===== src/rtl/gbt_pkg.sv =====
// ----------------------------------------------------------------------------
// gbt_pkg: shared types and constants of the graph traversal block
// Field widths, request op codes and result status codes.
// ----------------------------------------------------------------------------
package gbt_pkg;

    localparam int VERTEX_W = 4;
    localparam int OP_W     = 2;
    localparam int STATUS_W = 2;
    localparam int VCOUNT_W = 5;

    localparam logic [VCOUNT_W-1:0] VCOUNT_RESET = 5'd16;

    typedef enum logic [OP_W-1:0] {
        OP_ADD_EDGE = 2'd0,
        OP_BFS      = 2'd1,
        OP_DFS      = 2'd2,
        OP_CLEAR    = 2'd3
    } t_op;

    typedef enum logic [STATUS_W-1:0] {
        ST_OK      = 2'd0,
        ST_INVALID = 2'd1,
        ST_FULL    = 2'd2
    } t_status;

endpackage


===== src/rtl/gbt_req_if.sv =====
// ----------------------------------------------------------------------------
// gbt_req_if: request channel of the graph traversal block
// Valid/ready handshake carrying one op and two vertex numbers.
// ----------------------------------------------------------------------------
interface gbt_req_if;
    import gbt_pkg::*;

    logic                valid;
    logic                ready;
    logic [OP_W-1:0]     op;
    logic [VERTEX_W-1:0] vertex_a;
    logic [VERTEX_W-1:0] vertex_b;

    modport source (output valid, output op, output vertex_a, output vertex_b,
                    input ready);
    modport sink   (input valid, input op, input vertex_a, input vertex_b,
                    output ready);
endinterface


===== src/rtl/gbt_rsp_if.sv =====
// ----------------------------------------------------------------------------
// gbt_rsp_if: result channel of the graph traversal block
// Valid/ready handshake carrying a visited vertex, a status and a last flag.
// ----------------------------------------------------------------------------
interface gbt_rsp_if;
    import gbt_pkg::*;

    logic                valid;
    logic                ready;
    logic [VERTEX_W-1:0] visit_vertex;
    logic [STATUS_W-1:0] status;
    logic                last;

    modport source (output valid, output visit_vertex, output status, output last,
                    input ready);
    modport sink   (input valid, input visit_vertex, input status, input last,
                    output ready);
endinterface


===== src/rtl/graph_bfs_dfs_traversal.sv =====
// ----------------------------------------------------------------------------
// graph_bfs_dfs_traversal: undirected graph store with BFS and DFS walks
// Per-vertex neighbor lists in insertion order, walked breadth-first or
// depth-first preorder by a small sequencer over single-port memories.
// ----------------------------------------------------------------------------
// Usage:
//   i_req carries one request: add edge, breadth-first walk, depth-first
//   walk or clear all edges. o_rsp returns results; the final result of a
//   request has last set. Add edge and clear give one result, a walk gives
//   one result per visited vertex in visit order. An invalid vertex number
//   or a full neighbor list gives a single result with the error status.
//   i_cfg_we/i_cfg_wdata write vertex_count; write it only while idle.
// Request flow:
//   The block takes one request at a time and drops i_req.ready until the
//   request's last result is in the output register. Add edge reads the
//   count memory once per end, then writes one list entry per end; a full
//   list is found after both count reads. A breadth-first walk checks each
//   neighbor entry while it reads the next, a depth-first walk reads and
//   checks each entry in turn; both are bound by the one read port of the
//   neighbor memory.
// Reset and back-pressure:
//   Reset empties every list (count valid bits clear) and sets vertex_count
//   to 16. A stalled o_rsp holds the result register; the sequencer waits
//   only when it needs the slot again.
// ----------------------------------------------------------------------------
module graph_bfs_dfs_traversal #(
    parameter int MAX_VERTICES = 16,
    parameter int MAX_DEGREE   = 16
) (
    input  logic                          i_clk,
    input  logic                          i_rst_n,
    input  logic                          i_cfg_we,
    input  logic [gbt_pkg::VCOUNT_W-1:0]  i_cfg_wdata,
    gbt_req_if.sink                       i_req,
    gbt_rsp_if.source                     o_rsp
);
    import gbt_pkg::*;

    // Vertex index, position index, count, depth and compare widths
    localparam int VW   = (MAX_VERTICES > 2) ? $clog2(MAX_VERTICES) : 1;
    localparam int DW   = (MAX_DEGREE > 1) ? $clog2(MAX_DEGREE) : 1;
    localparam int CW   = $clog2(MAX_DEGREE + 1);
    localparam int LW   = $clog2(MAX_VERTICES + 1);
    localparam int VCW  = ($clog2(MAX_VERTICES + 1) > VCOUNT_W) ?
                          $clog2(MAX_VERTICES + 1) : VCOUNT_W;
    localparam int NBR_DEPTH = MAX_VERTICES * (2 ** DW);

    typedef enum logic [12:0] {
        S_IDLE     = 13'b0000000000001,
        S_ADD_RDB  = 13'b0000000000010,
        S_ADD_CHK  = 13'b0000000000100,
        S_ADD_WRB  = 13'b0000000001000,
        S_RESP     = 13'b0000000010000,
        S_BFS_POP  = 13'b0000000100000,
        S_BFS_HEAD = 13'b0000001000000,
        S_BFS_SCAN = 13'b0000010000000,
        S_DFS_CNT  = 13'b0000100000000,
        S_DFS_STEP = 13'b0001000000000,
        S_DFS_CHK  = 13'b0010000000000,
        S_DFS_POP  = 13'b0100000000000,
        S_FIN      = 13'b1000000000000
    } t_state;

    // ---------------- state ----------------
    t_state                r_state, n_state;
    logic [VCOUNT_W-1:0]   r_vcount;
    logic [VERTEX_W-1:0]   r_a, n_a;
    logic [VERTEX_W-1:0]   r_b, n_b;
    t_status               r_status, n_status;
    logic [MAX_VERTICES-1:0] r_visited, n_visited;
    logic [LW-1:0]         r_head, n_head;
    logic [LW-1:0]         r_tail, n_tail;     // queue tail, or stack depth
    logic [VERTEX_W-1:0]   r_u, n_u;           // vertex being expanded
    logic [CW-1:0]         r_p, n_p;           // next neighbor position
    logic                  r_chk_v, n_chk_v;   // neighbor read in flight (BFS)
    logic                  r_pend_v, n_pend_v; // visit held back for last flag
    logic [VERTEX_W-1:0]   r_pend, n_pend;
    logic [CW-1:0]         r_cnt_a, n_cnt_a;
    logic [CW-1:0]         r_cnt_b, n_cnt_b;

    // Output register
    logic                  r_out_v;
    logic [VERTEX_W-1:0]   r_out_vertex;
    logic [STATUS_W-1:0]   r_out_status;
    logic                  r_out_last;
    logic                  out_ld;
    logic [VERTEX_W-1:0]   out_vertex;
    t_status               out_status;
    logic                  out_last;
    logic                  out_free;

    // Neighbor memory: row per vertex, column per list position
    logic [VERTEX_W-1:0]   r_nbr_mem [NBR_DEPTH];
    logic [VERTEX_W-1:0]   r_nbr_rd;
    logic                  nbr_we, nbr_re;
    logic [VW+DW-1:0]      nbr_waddr, nbr_raddr;
    logic [VERTEX_W-1:0]   nbr_wdata;

    // List length memory with per-entry valid bits (invalid reads as zero)
    logic [CW-1:0]         r_cnt_mem [MAX_VERTICES];
    logic [MAX_VERTICES-1:0] r_cnt_vld;
    logic [CW-1:0]         r_cnt_rd;
    logic                  r_cnt_rd_vld;
    logic                  cnt_we, cnt_re, cnt_clr;
    logic [VW-1:0]         cnt_waddr, cnt_raddr;
    logic [CW-1:0]         cnt_wdata;
    logic [CW-1:0]         cnt_val;

    // Work list (queue or stack) and stack positions
    logic [VERTEX_W-1:0]   r_wl_mem [MAX_VERTICES];
    logic [CW-1:0]         r_dp_mem [MAX_VERTICES];
    logic [VERTEX_W-1:0]   r_wl_rd;
    logic [CW-1:0]         r_dp_rd;
    logic                  wl_we, wl_re;
    logic [VW-1:0]         wl_waddr, wl_raddr;
    logic [VERTEX_W-1:0]   wl_wdata;
    logic [CW-1:0]         dp_wdata;

    // Combinational helpers
    logic [VCW-1:0]        vc;
    logic                  acc;
    logic                  a_ok, b_ok;
    logic [VERTEX_W-1:0]   w;
    logic                  w_new;
    logic                  visit_go;
    logic                  full;
    logic [CW:0]           cnt_a_ext, cnt_b_ext;
    logic                  more;

    assign cnt_val  = r_cnt_rd_vld ? r_cnt_rd : '0;
    assign out_free = !r_out_v || o_rsp.ready;
    assign visit_go = !r_pend_v || out_free;
    assign acc      = i_req.valid && (r_state == S_IDLE);
    assign a_ok     = VCW'(i_req.vertex_a) < vc;
    assign b_ok     = VCW'(i_req.vertex_b) < vc;
    assign w        = r_nbr_rd;
    assign more     = r_p < cnt_val;

    // Effective vertex count: clamp at MAX_VERTICES
    always_comb begin
        if (VCW'(r_vcount) > VCW'(MAX_VERTICES)) begin
            vc = VCW'(MAX_VERTICES);
        end else begin
            vc = VCW'(r_vcount);
        end
    end

    // Neighbor is taken if in range, not yet visited and the list has room
    assign w_new = (VCW'(w) < vc) && !r_visited[VW'(w)]
                   && (r_tail < LW'(MAX_VERTICES));

    always_comb begin
        cnt_a_ext = {1'b0, r_cnt_a};
        cnt_b_ext = {1'b0, cnt_val};
        full = (cnt_a_ext >= (CW+1)'(MAX_DEGREE)) || (cnt_b_ext >= (CW+1)'(MAX_DEGREE))
               || ((r_a == r_b) && (cnt_a_ext + (CW+1)'(2) > (CW+1)'(MAX_DEGREE)));
    end

    assign i_req.ready = (r_state == S_IDLE);

    // ---------------- sequencer ----------------
    always_comb begin
        n_state   = r_state;
        n_a       = r_a;
        n_b       = r_b;
        n_status  = r_status;
        n_visited = r_visited;
        n_head    = r_head;
        n_tail    = r_tail;
        n_u       = r_u;
        n_p       = r_p;
        n_chk_v   = r_chk_v;
        n_pend_v  = r_pend_v;
        n_pend    = r_pend;
        n_cnt_a   = r_cnt_a;
        n_cnt_b   = r_cnt_b;

        out_ld     = 1'b0;
        out_vertex = r_pend;
        out_status = ST_OK;
        out_last   = 1'b0;

        nbr_we = 1'b0; nbr_waddr = '0; nbr_wdata = '0;
        nbr_re = 1'b0; nbr_raddr = {VW'(r_u), r_p[DW-1:0]};
        cnt_we = 1'b0; cnt_waddr = '0; cnt_wdata = '0;
        cnt_re = 1'b0; cnt_raddr = VW'(r_u);
        cnt_clr = 1'b0;
        wl_we  = 1'b0; wl_waddr = '0; wl_wdata = '0; dp_wdata = '0;
        wl_re  = 1'b0; wl_raddr = r_head[VW-1:0];

        case (r_state)
            S_IDLE: begin
                if (acc) begin
                    n_a = i_req.vertex_a;
                    n_b = i_req.vertex_b;
                    case (t_op'(i_req.op))
                        OP_CLEAR: begin
                            cnt_clr  = 1'b1;
                            n_status = ST_OK;
                            n_state  = S_RESP;
                        end
                        OP_ADD_EDGE: begin
                            if (!(a_ok && b_ok)) begin
                                n_status = ST_INVALID;
                                n_state  = S_RESP;
                            end else begin
                                cnt_re    = 1'b1;
                                cnt_raddr = VW'(i_req.vertex_a);
                                n_state   = S_ADD_RDB;
                            end
                        end
                        default: begin
                            if (!a_ok) begin
                                n_status = ST_INVALID;
                                n_state  = S_RESP;
                            end else begin
                                n_visited = '0;
                                n_visited[VW'(i_req.vertex_a)] = 1'b1;
                                if (t_op'(i_req.op) == OP_BFS) begin
                                    // Seed the queue with the start vertex
                                    wl_we    = 1'b1;
                                    wl_waddr = '0;
                                    wl_wdata = i_req.vertex_a;
                                    n_head   = '0;
                                    n_tail   = LW'(1);
                                    n_state  = S_BFS_POP;
                                end else begin
                                    // Start vertex is the first visit and top of stack
                                    n_pend   = i_req.vertex_a;
                                    n_pend_v = 1'b1;
                                    n_u      = i_req.vertex_a;
                                    n_p      = '0;
                                    n_tail   = LW'(1);
                                    n_state  = S_DFS_CNT;
                                end
                            end
                        end
                    endcase
                end
            end

            S_ADD_RDB: begin
                n_cnt_a   = cnt_val;
                cnt_re    = 1'b1;
                cnt_raddr = VW'(r_b);
                n_state   = S_ADD_CHK;
            end

            S_ADD_CHK: begin
                if (full) begin
                    n_status = ST_FULL;
                    n_state  = S_RESP;
                end else begin
                    nbr_we    = 1'b1;
                    nbr_waddr = {VW'(r_a), r_cnt_a[DW-1:0]};
                    nbr_wdata = r_b;
                    cnt_we    = 1'b1;
                    cnt_waddr = VW'(r_a);
                    cnt_wdata = CW'(r_cnt_a + 1'b1);
                    // A self loop appends its second entry after the first
                    n_cnt_b   = (r_a == r_b) ? CW'(r_cnt_a + 1'b1) : cnt_val;
                    n_state   = S_ADD_WRB;
                end
            end

            S_ADD_WRB: begin
                nbr_we    = 1'b1;
                nbr_waddr = {VW'(r_b), r_cnt_b[DW-1:0]};
                nbr_wdata = r_a;
                cnt_we    = 1'b1;
                cnt_waddr = VW'(r_b);
                cnt_wdata = CW'(r_cnt_b + 1'b1);
                n_status  = ST_OK;
                n_state   = S_RESP;
            end

            S_RESP: begin
                if (out_free) begin
                    out_ld     = 1'b1;
                    out_vertex = '0;
                    out_status = r_status;
                    out_last   = 1'b1;
                    n_state    = S_IDLE;
                end
            end

            S_BFS_POP: begin
                if (r_head < r_tail) begin
                    wl_re    = 1'b1;
                    wl_raddr = r_head[VW-1:0];
                    n_head   = LW'(r_head + 1'b1);
                    n_state  = S_BFS_HEAD;
                end else begin
                    n_state = S_FIN;
                end
            end

            S_BFS_HEAD: begin
                // Visit the popped vertex; the previous visit goes out now
                if (visit_go) begin
                    if (r_pend_v) begin
                        out_ld = 1'b1;
                    end
                    n_pend    = r_wl_rd;
                    n_pend_v  = 1'b1;
                    n_u       = r_wl_rd;
                    n_p       = '0;
                    n_chk_v   = 1'b0;
                    cnt_re    = 1'b1;
                    cnt_raddr = VW'(r_wl_rd);
                    n_state   = S_BFS_SCAN;
                end
            end

            S_BFS_SCAN: begin
                // Check last cycle's neighbor while reading the next one
                if (r_chk_v && w_new) begin
                    n_visited[VW'(w)] = 1'b1;
                    wl_we    = 1'b1;
                    wl_waddr = r_tail[VW-1:0];
                    wl_wdata = w;
                    n_tail   = LW'(r_tail + 1'b1);
                end
                if (more) begin
                    nbr_re    = 1'b1;
                    nbr_raddr = {VW'(r_u), r_p[DW-1:0]};
                    n_p       = CW'(r_p + 1'b1);
                    n_chk_v   = 1'b1;
                end else begin
                    n_chk_v = 1'b0;
                    if (!r_chk_v) begin
                        n_state = S_BFS_POP;
                    end
                end
            end

            S_DFS_CNT: begin
                cnt_re    = 1'b1;
                cnt_raddr = VW'(r_u);
                n_state   = S_DFS_STEP;
            end

            S_DFS_STEP: begin
                if (more) begin
                    nbr_re    = 1'b1;
                    nbr_raddr = {VW'(r_u), r_p[DW-1:0]};
                    n_p       = CW'(r_p + 1'b1);
                    n_state   = S_DFS_CHK;
                end else if (r_tail == LW'(1)) begin
                    n_state = S_FIN;
                end else begin
                    // Pop: reload the level below from the stack
                    n_tail   = LW'(r_tail - 1'b1);
                    wl_re    = 1'b1;
                    wl_raddr = VW'(r_tail - LW'(2));
                    n_state  = S_DFS_POP;
                end
            end

            S_DFS_CHK: begin
                if (w_new) begin
                    if (visit_go) begin
                        if (r_pend_v) begin
                            out_ld = 1'b1;
                        end
                        n_pend   = w;
                        n_pend_v = 1'b1;
                        n_visited[VW'(w)] = 1'b1;
                        // Push: save the current level, descend into w
                        wl_we    = 1'b1;
                        wl_waddr = VW'(r_tail - 1'b1);
                        wl_wdata = r_u;
                        dp_wdata = r_p;
                        n_u      = w;
                        n_p      = '0;
                        n_tail   = LW'(r_tail + 1'b1);
                        n_state  = S_DFS_CNT;
                    end
                end else begin
                    n_state = S_DFS_STEP;
                end
            end

            S_DFS_POP: begin
                n_u     = r_wl_rd;
                n_p     = r_dp_rd;
                n_state = S_DFS_CNT;
            end

            S_FIN: begin
                if (out_free) begin
                    out_ld     = 1'b1;
                    out_vertex = r_pend;
                    out_last   = 1'b1;
                    n_pend_v   = 1'b0;
                    n_state    = S_IDLE;
                end
            end

            default: begin
                n_state = S_IDLE;
            end
        endcase
    end

    // ---------------- control registers ----------------
    always_ff @(posedge i_clk) begin
        if (!i_rst_n) begin
            r_state   <= S_IDLE;
            r_vcount  <= VCOUNT_RESET;
            r_pend_v  <= 1'b0;
            r_chk_v   <= 1'b0;
            r_out_v   <= 1'b0;
            r_cnt_vld <= '0;
            r_head    <= '0;
            r_tail    <= '0;
        end else begin
            r_state  <= n_state;
            r_pend_v <= n_pend_v;
            r_chk_v  <= n_chk_v;
            r_head   <= n_head;
            r_tail   <= n_tail;
            if (i_cfg_we) begin
                r_vcount <= i_cfg_wdata;
            end
            if (out_ld) begin
                r_out_v <= 1'b1;
            end else if (o_rsp.ready) begin
                r_out_v <= 1'b0;
            end
            if (cnt_clr) begin
                r_cnt_vld <= '0;
            end else if (cnt_we) begin
                r_cnt_vld[cnt_waddr] <= 1'b1;
            end
        end
    end

    // ---------------- payload registers ----------------
    always_ff @(posedge i_clk) begin
        r_a       <= n_a;
        r_b       <= n_b;
        r_status  <= n_status;
        r_visited <= n_visited;
        r_u       <= n_u;
        r_p       <= n_p;
        r_pend    <= n_pend;
        r_cnt_a   <= n_cnt_a;
        r_cnt_b   <= n_cnt_b;
        if (out_ld) begin
            r_out_vertex <= out_vertex;
            r_out_status <= out_status;
            r_out_last   <= out_last;
        end
    end

    // ---------------- memories ----------------
    always_ff @(posedge i_clk) begin
        if (nbr_we) begin
            r_nbr_mem[nbr_waddr] <= nbr_wdata;
        end
        if (nbr_re) begin
            r_nbr_rd <= r_nbr_mem[nbr_raddr];
        end
    end

    always_ff @(posedge i_clk) begin
        if (cnt_we) begin
            r_cnt_mem[cnt_waddr] <= cnt_wdata;
        end
        if (cnt_re) begin
            r_cnt_rd     <= r_cnt_mem[cnt_raddr];
            r_cnt_rd_vld <= r_cnt_vld[cnt_raddr];
        end
    end

    always_ff @(posedge i_clk) begin
        if (wl_we) begin
            r_wl_mem[wl_waddr] <= wl_wdata;
            r_dp_mem[wl_waddr] <= dp_wdata;
        end
        if (wl_re) begin
            r_wl_rd <= r_wl_mem[wl_raddr];
            r_dp_rd <= r_dp_mem[wl_raddr];
        end
    end

    // ---------------- result port ----------------
    assign o_rsp.valid        = r_out_v;
    assign o_rsp.visit_vertex = r_out_vertex;
    assign o_rsp.status       = r_out_status;
    assign o_rsp.last         = r_out_last;

endmodule


===== src/flat_wrapper.sv =====
// flat-port wrapper written by rule: the top's interface ports become plain ports
module graph_bfs_dfs_traversal_flat import gbt_pkg::*;
#(
    parameter int MAX_VERTICES = 16,
    parameter int MAX_DEGREE   = 16
)
  (i_clk, i_rst_n, i_cfg_we, i_cfg_wdata, i_req_valid, i_req_op, i_req_vertex_a, i_req_vertex_b, i_req_ready, o_rsp_valid, o_rsp_visit_vertex, o_rsp_status, o_rsp_last, o_rsp_ready);
  gbt_req_if i_req_i ();
  gbt_rsp_if o_rsp_i ();
  input  logic i_clk;
  input  logic i_rst_n;
  input  logic i_cfg_we;
  input  logic [gbt_pkg::VCOUNT_W-1:0] i_cfg_wdata;
  input wire logic [$bits(i_req_i.valid)-1:0] i_req_valid;
  input wire logic [$bits(i_req_i.op)-1:0] i_req_op;
  input wire logic [$bits(i_req_i.vertex_a)-1:0] i_req_vertex_a;
  input wire logic [$bits(i_req_i.vertex_b)-1:0] i_req_vertex_b;
  output wire logic [$bits(i_req_i.ready)-1:0] i_req_ready;
  output wire logic [$bits(o_rsp_i.valid)-1:0] o_rsp_valid;
  output wire logic [$bits(o_rsp_i.visit_vertex)-1:0] o_rsp_visit_vertex;
  output wire logic [$bits(o_rsp_i.status)-1:0] o_rsp_status;
  output wire logic [$bits(o_rsp_i.last)-1:0] o_rsp_last;
  input wire logic [$bits(o_rsp_i.ready)-1:0] o_rsp_ready;
  assign i_req_i.valid = i_req_valid;
  assign i_req_i.op = i_req_op;
  assign i_req_i.vertex_a = i_req_vertex_a;
  assign i_req_i.vertex_b = i_req_vertex_b;
  assign i_req_ready = i_req_i.ready;
  assign o_rsp_valid = o_rsp_i.valid;
  assign o_rsp_visit_vertex = o_rsp_i.visit_vertex;
  assign o_rsp_status = o_rsp_i.status;
  assign o_rsp_last = o_rsp_i.last;
  assign o_rsp_i.ready = o_rsp_ready;
  graph_bfs_dfs_traversal #(.MAX_VERTICES(MAX_VERTICES), .MAX_DEGREE(MAX_DEGREE)) u_core (.i_clk(i_clk), .i_rst_n(i_rst_n), .i_cfg_we(i_cfg_we), .i_cfg_wdata(i_cfg_wdata), .i_req(i_req_i), .o_rsp(o_rsp_i));
endmodule

===== config.mk =====
export PLATFORM = sky130hd
export DESIGN_NAME = graph_bfs_dfs_traversal_flat
export DESIGN_NICKNAME = d
export VERILOG_FILES = /design/src/rtl/gbt_pkg.sv /design/src/rtl/gbt_req_if.sv /design/src/rtl/gbt_rsp_if.sv /design/src/rtl/graph_bfs_dfs_traversal.sv /design/src/flat_wrapper.sv
export SDC_FILE = /design/constraint.sdc
export NUM_CORES = 2
export LEC_CHECK = 0
export BUFFER_PORTS_ARGS = -buffer_cell sky130_fd_sc_hd__buf_4
export CAP_MARGIN = 20
export CORE_MARGIN = 2
export CORE_UTILIZATION = 63
export DETAILED_ROUTE_END_ITERATION = 6
export PLACE_DENSITY = 0.79
export SYNTH_ARGS = -nofsm -noshare
export SYNTH_HDL_FRONTEND = slang
export SYNTH_SLANG_ARGS = --single-unit

===== constraint.sdc =====
create_clock -name i_clk -period 16.7 [get_ports i_clk]
set_clock_uncertainty 0.1 [all_clocks]
set_input_delay 0.835 -clock i_clk [delete_from_list [all_inputs] [get_ports i_clk]]
set_output_delay 0.835 -clock i_clk [all_outputs]
set_load 0.02 [all_outputs]

==> run summary <==
Outcome: finished with violations
Failing checks: design-rule violations
VDD IR max: 170 uV
Hold Path Class: input port to flop
Seq/Total Area, Yosys: 72.2%
Die width: 303 um
Setup bufs post-CTS: 0
Setup Viol. Count Final: 0
Final hold viol count: 0
TNS Setup: 0 ps
Vias in the first global route: 30800
Sw Share: 26.3%
Nets: 3216
Cell taking the most area after synthesis: edfxtp_1
Clock share of power: 36.3%
Post_cts resized: 0
Most frequent cell after synthesis: edfxtp_1
I/O Buffers: 28
TritonCTS Buffers: 137
Fillers: 5145
Cell leakage power: 21.9 nW
Initial Util: 63.7%
Arr. time, crit path: 6300 ps
Tightest Pin Transition: 1170 ps
Crit end category: flop
First-pass GRT wire length: 201 mm
Worst-path maximum fanout: 110
Max-cap viol count: 0
Total gr overflow: 0
CTS tree: yes
Synthesized area: 56400 sq um
Int Pwr: 6.26 mW
Pwr/cell area: 136 nW/um^2
Final clock period utilization by the worst path: 35.5%
Yosys reg bits: 1370
GR peak layer: met2
Mean Syn Cell Area: 18.1 sq um
Full die area: 91900 sq um
Vias per Instance: 6.94
Worst path required time: 17070 ps
CP startpoint: u_core.r_p[0]
Hpwl dp: 77.8 mm
GRT met2 Usage: 48.9%
Mapped Cells: 3121
Final slew viol count: 0
Critical setup path kind: flop to flop
RSZ-0062 raised after global routing: no
Largest net degree at the start of global routing: 257
DR vias: 30700
Yosys warns: 0
Worst-path clk slew: 60 ps
Synthesis-to-layout area growth: 10.7%
Startpoint Class: flop
Worst-case clock buffer depth: 3
Number of library cell types mapped by synthesis: 83
Met1 Resource Use GR: 41.3%
Clock period minus worst slack: 5930 ps
Worst-skew pair later-pin latency: 760 ps
GRT Resource Usage Total: 30.0%
Fmax: 169 MHz
Area of the core: 88500 sq um
Number of buffers inserted by hold repair at cts: 0
I/O pins: 29
H-Tree Depth: 4
Drt wl/cell: 30.5 um
Worst R2R Start: u_core.r_p[0]
Layout cell share with drive strength beyond 1: 21.5%
Power share of the sequential group: 45.6%
Psw: 2.23 mW
Antenna diode count: 0
Combinational share of power: 18.0%
WL final: 135 mm
Starting DRT DRC Count: 4305
Worst Hold Launch: i_req_vertex_b[3]
Slew margin rel.: 21.8%
Final ANT Viol Nets: 0
Synth area leaders: edfxtp_1 (70%), mux4_2 (14%), nor2_1 (2.2%)
Die height: 303 um
Initial antenna violation count: 1
Root Buffer: clkbuf_16
CTS sink cnt: 1370
RePlAce Congestion: 0.910
Row cnt: 109
Synth top area share: 70.5%
Place WS: 10340 ps
Post-synth ARST share: 0%
Met3 usage: 5.98%
Most frequent cells after synthesis: edfxtp_1 (1323), mux4_2 (341), nor2_1 (328)
1st-pass router iterations: 7
EDFF count, synth: 1323
Number of remaining DRC errors: 8
Worst setup margin: 10770 ps
Top_reg_cell synth: edfxtp_1
Post-Syn Nets: 3174
registers in the layout (all words and copies together), names as in the netlist, 5 cells and up:
| name | flops |
|---|---|
| u_core.r_dp_mem | 80 |
| u_core.r_cnt_mem | 80 |
| u_core.r_dp_rd | 5 |
| u_core.r_vcount | 5 |
| u_core.r_p | 5 |
| u_core.r_head | 5 |
| u_core.r_nbr_mem | 1024 |
| u_core.r_visited | 16 |
| u_core.r_state | 13 |
| u_core.r_cnt_vld | 16 |
| u_core.r_cnt_a | 5 |
| u_core.r_wl_mem | 64 |
| u_core.r_cnt_rd | 5 |
| u_core.r_tail | 5 |
| u_core.r_cnt_b | 5 |
layout make-up:
type	count	area, sq um	share of cell area [%]
flip-flops and latches	1370	40700	65.2
multi-input cells	1513	14800	23.7
clock buffers	162	3610	5.78
well taps	1165	1460	2.34
clock inverters	81	855	1.37
repair buffers	81	771	1.24
inverters	60	225	0.361
worst paths after layout:
path / to / depth (start not counted) / slack, ps
worst max-delay path: u_core.r_nbr_rd[1] / 10 / 10770
worst min-delay path: u_core.r_b[3] / 1 / 200
worst max register to register: u_core.r_nbr_rd[1] / 10 / 10770
worst min register to register: u_core.r_cnt_vld[0] / 1 / 360
placed cells by master (no fill, tap or decap), types with 13 or more instances in the layout:
cell / netlist / routed
edfxtp_1: 1323 / 1323
mux4_2: 341 / 341
nor2_1: 328 / 327
nand2_1: 144 / 143
clkbuf_16: 0 / 140
a21oi_1: 76 / 75
buf_4: 4 / 71
inv_1: 57 / 57
o21ai_0: 58 / 56
mux2i_1: 56 / 56
dfxtp_1: 47 / 47
o22ai_1: 34 / 34
ha_1: 33 / 33
mux2_2: 27 / 27
nor2b_1: 23 / 23
nand3_1: 23 / 23
nand2b_1: 22 / 22
a211oi_1: 22 / 22
o21a_1: 23 / 22
clkinv_1: 0 / 22
and3_1: 21 / 21
clkinv_2: 0 / 20
clkbuf_1: 131 / 20
and2_1: 19 / 19
a31oi_1: 18 / 18
or3_1: 16 / 16
a22oi_1: 15 / 15
bufinv_16: 0 / 15
xor2_1: 14 / 14
nor3_1: 13 / 13
o221a_2: 13 / 13
power groups by stage:
| stage | registers [mW] | logic (mW) | clock network [mW] |
|---|---|---|---|
| 3_3_place_gp | 3.94 | 1.45 | 0 |
| 5_1_grt | 3.88 | 1.63 | 3.24 |
| 3_5_place_dp | 3.94 | 1.49 | 0 |
| 6_report | 3.87 | 1.53 | 3.09 |
| 2_1_floorplan | 3.90 | 1.15 | 0 |
| 4_1_cts | 3.87 | 1.50 | 3.10 |
worst max-delay path, cell delays in order, from the launching register on:
cell      delay (ps)
edfxtp_1         380
buf_12           580
buf_4            840
buf_4            480
buf_16           320
buf_4            810
mux4_2           640
mux4_2           520
mux4_2           490
a22oi_1          220
nand2_1          100
per-layer routing:
metal	part of all wire [%]	vias up
li1	-	12700
met5	0.0096	-
met2	50	2016
met4	3.5	2
met1	37	15700
met3	9.7	338
logic make-up (layout without fill, tap and decap cells):
| logic type | count (synthesis) | in the layout | synth area share, % |
|---|---|---|---|
| adder cells (fa/ha/maj) | 33 | 33 | 0.733 |
| AND/OR/NAND/NOR | 679 | 679 | 5.61 |
| XOR/XNOR | 21 | 21 | 0.326 |
| flip-flops | 1370 | 1370 | 72.2 |
| buffers and inverters | 238 | 384 | 1.66 |
| multiplexers | 424 | 424 | 15.2 |
| AO/OA/AOI/OAI | 356 | 356 | 4.35 |
per-stage QoR:
stage                     instance area (sq um)  hold slack, ps  cells  utilization, %  power, mW
final                                     62400             197   4432            70.5       8.49
after global routing                      62400             173   4432            70.5       8.74
after CTS                                 62200             171   4426            70.3       8.47
after detailed placement                  57800             352   4183            65.3       5.43
after global placement                    57800             341   4183            65.3       5.39
after floorplan                           56400             331   3121               -       5.05
No activity file was read; power rests on OpenSTA's default activity.
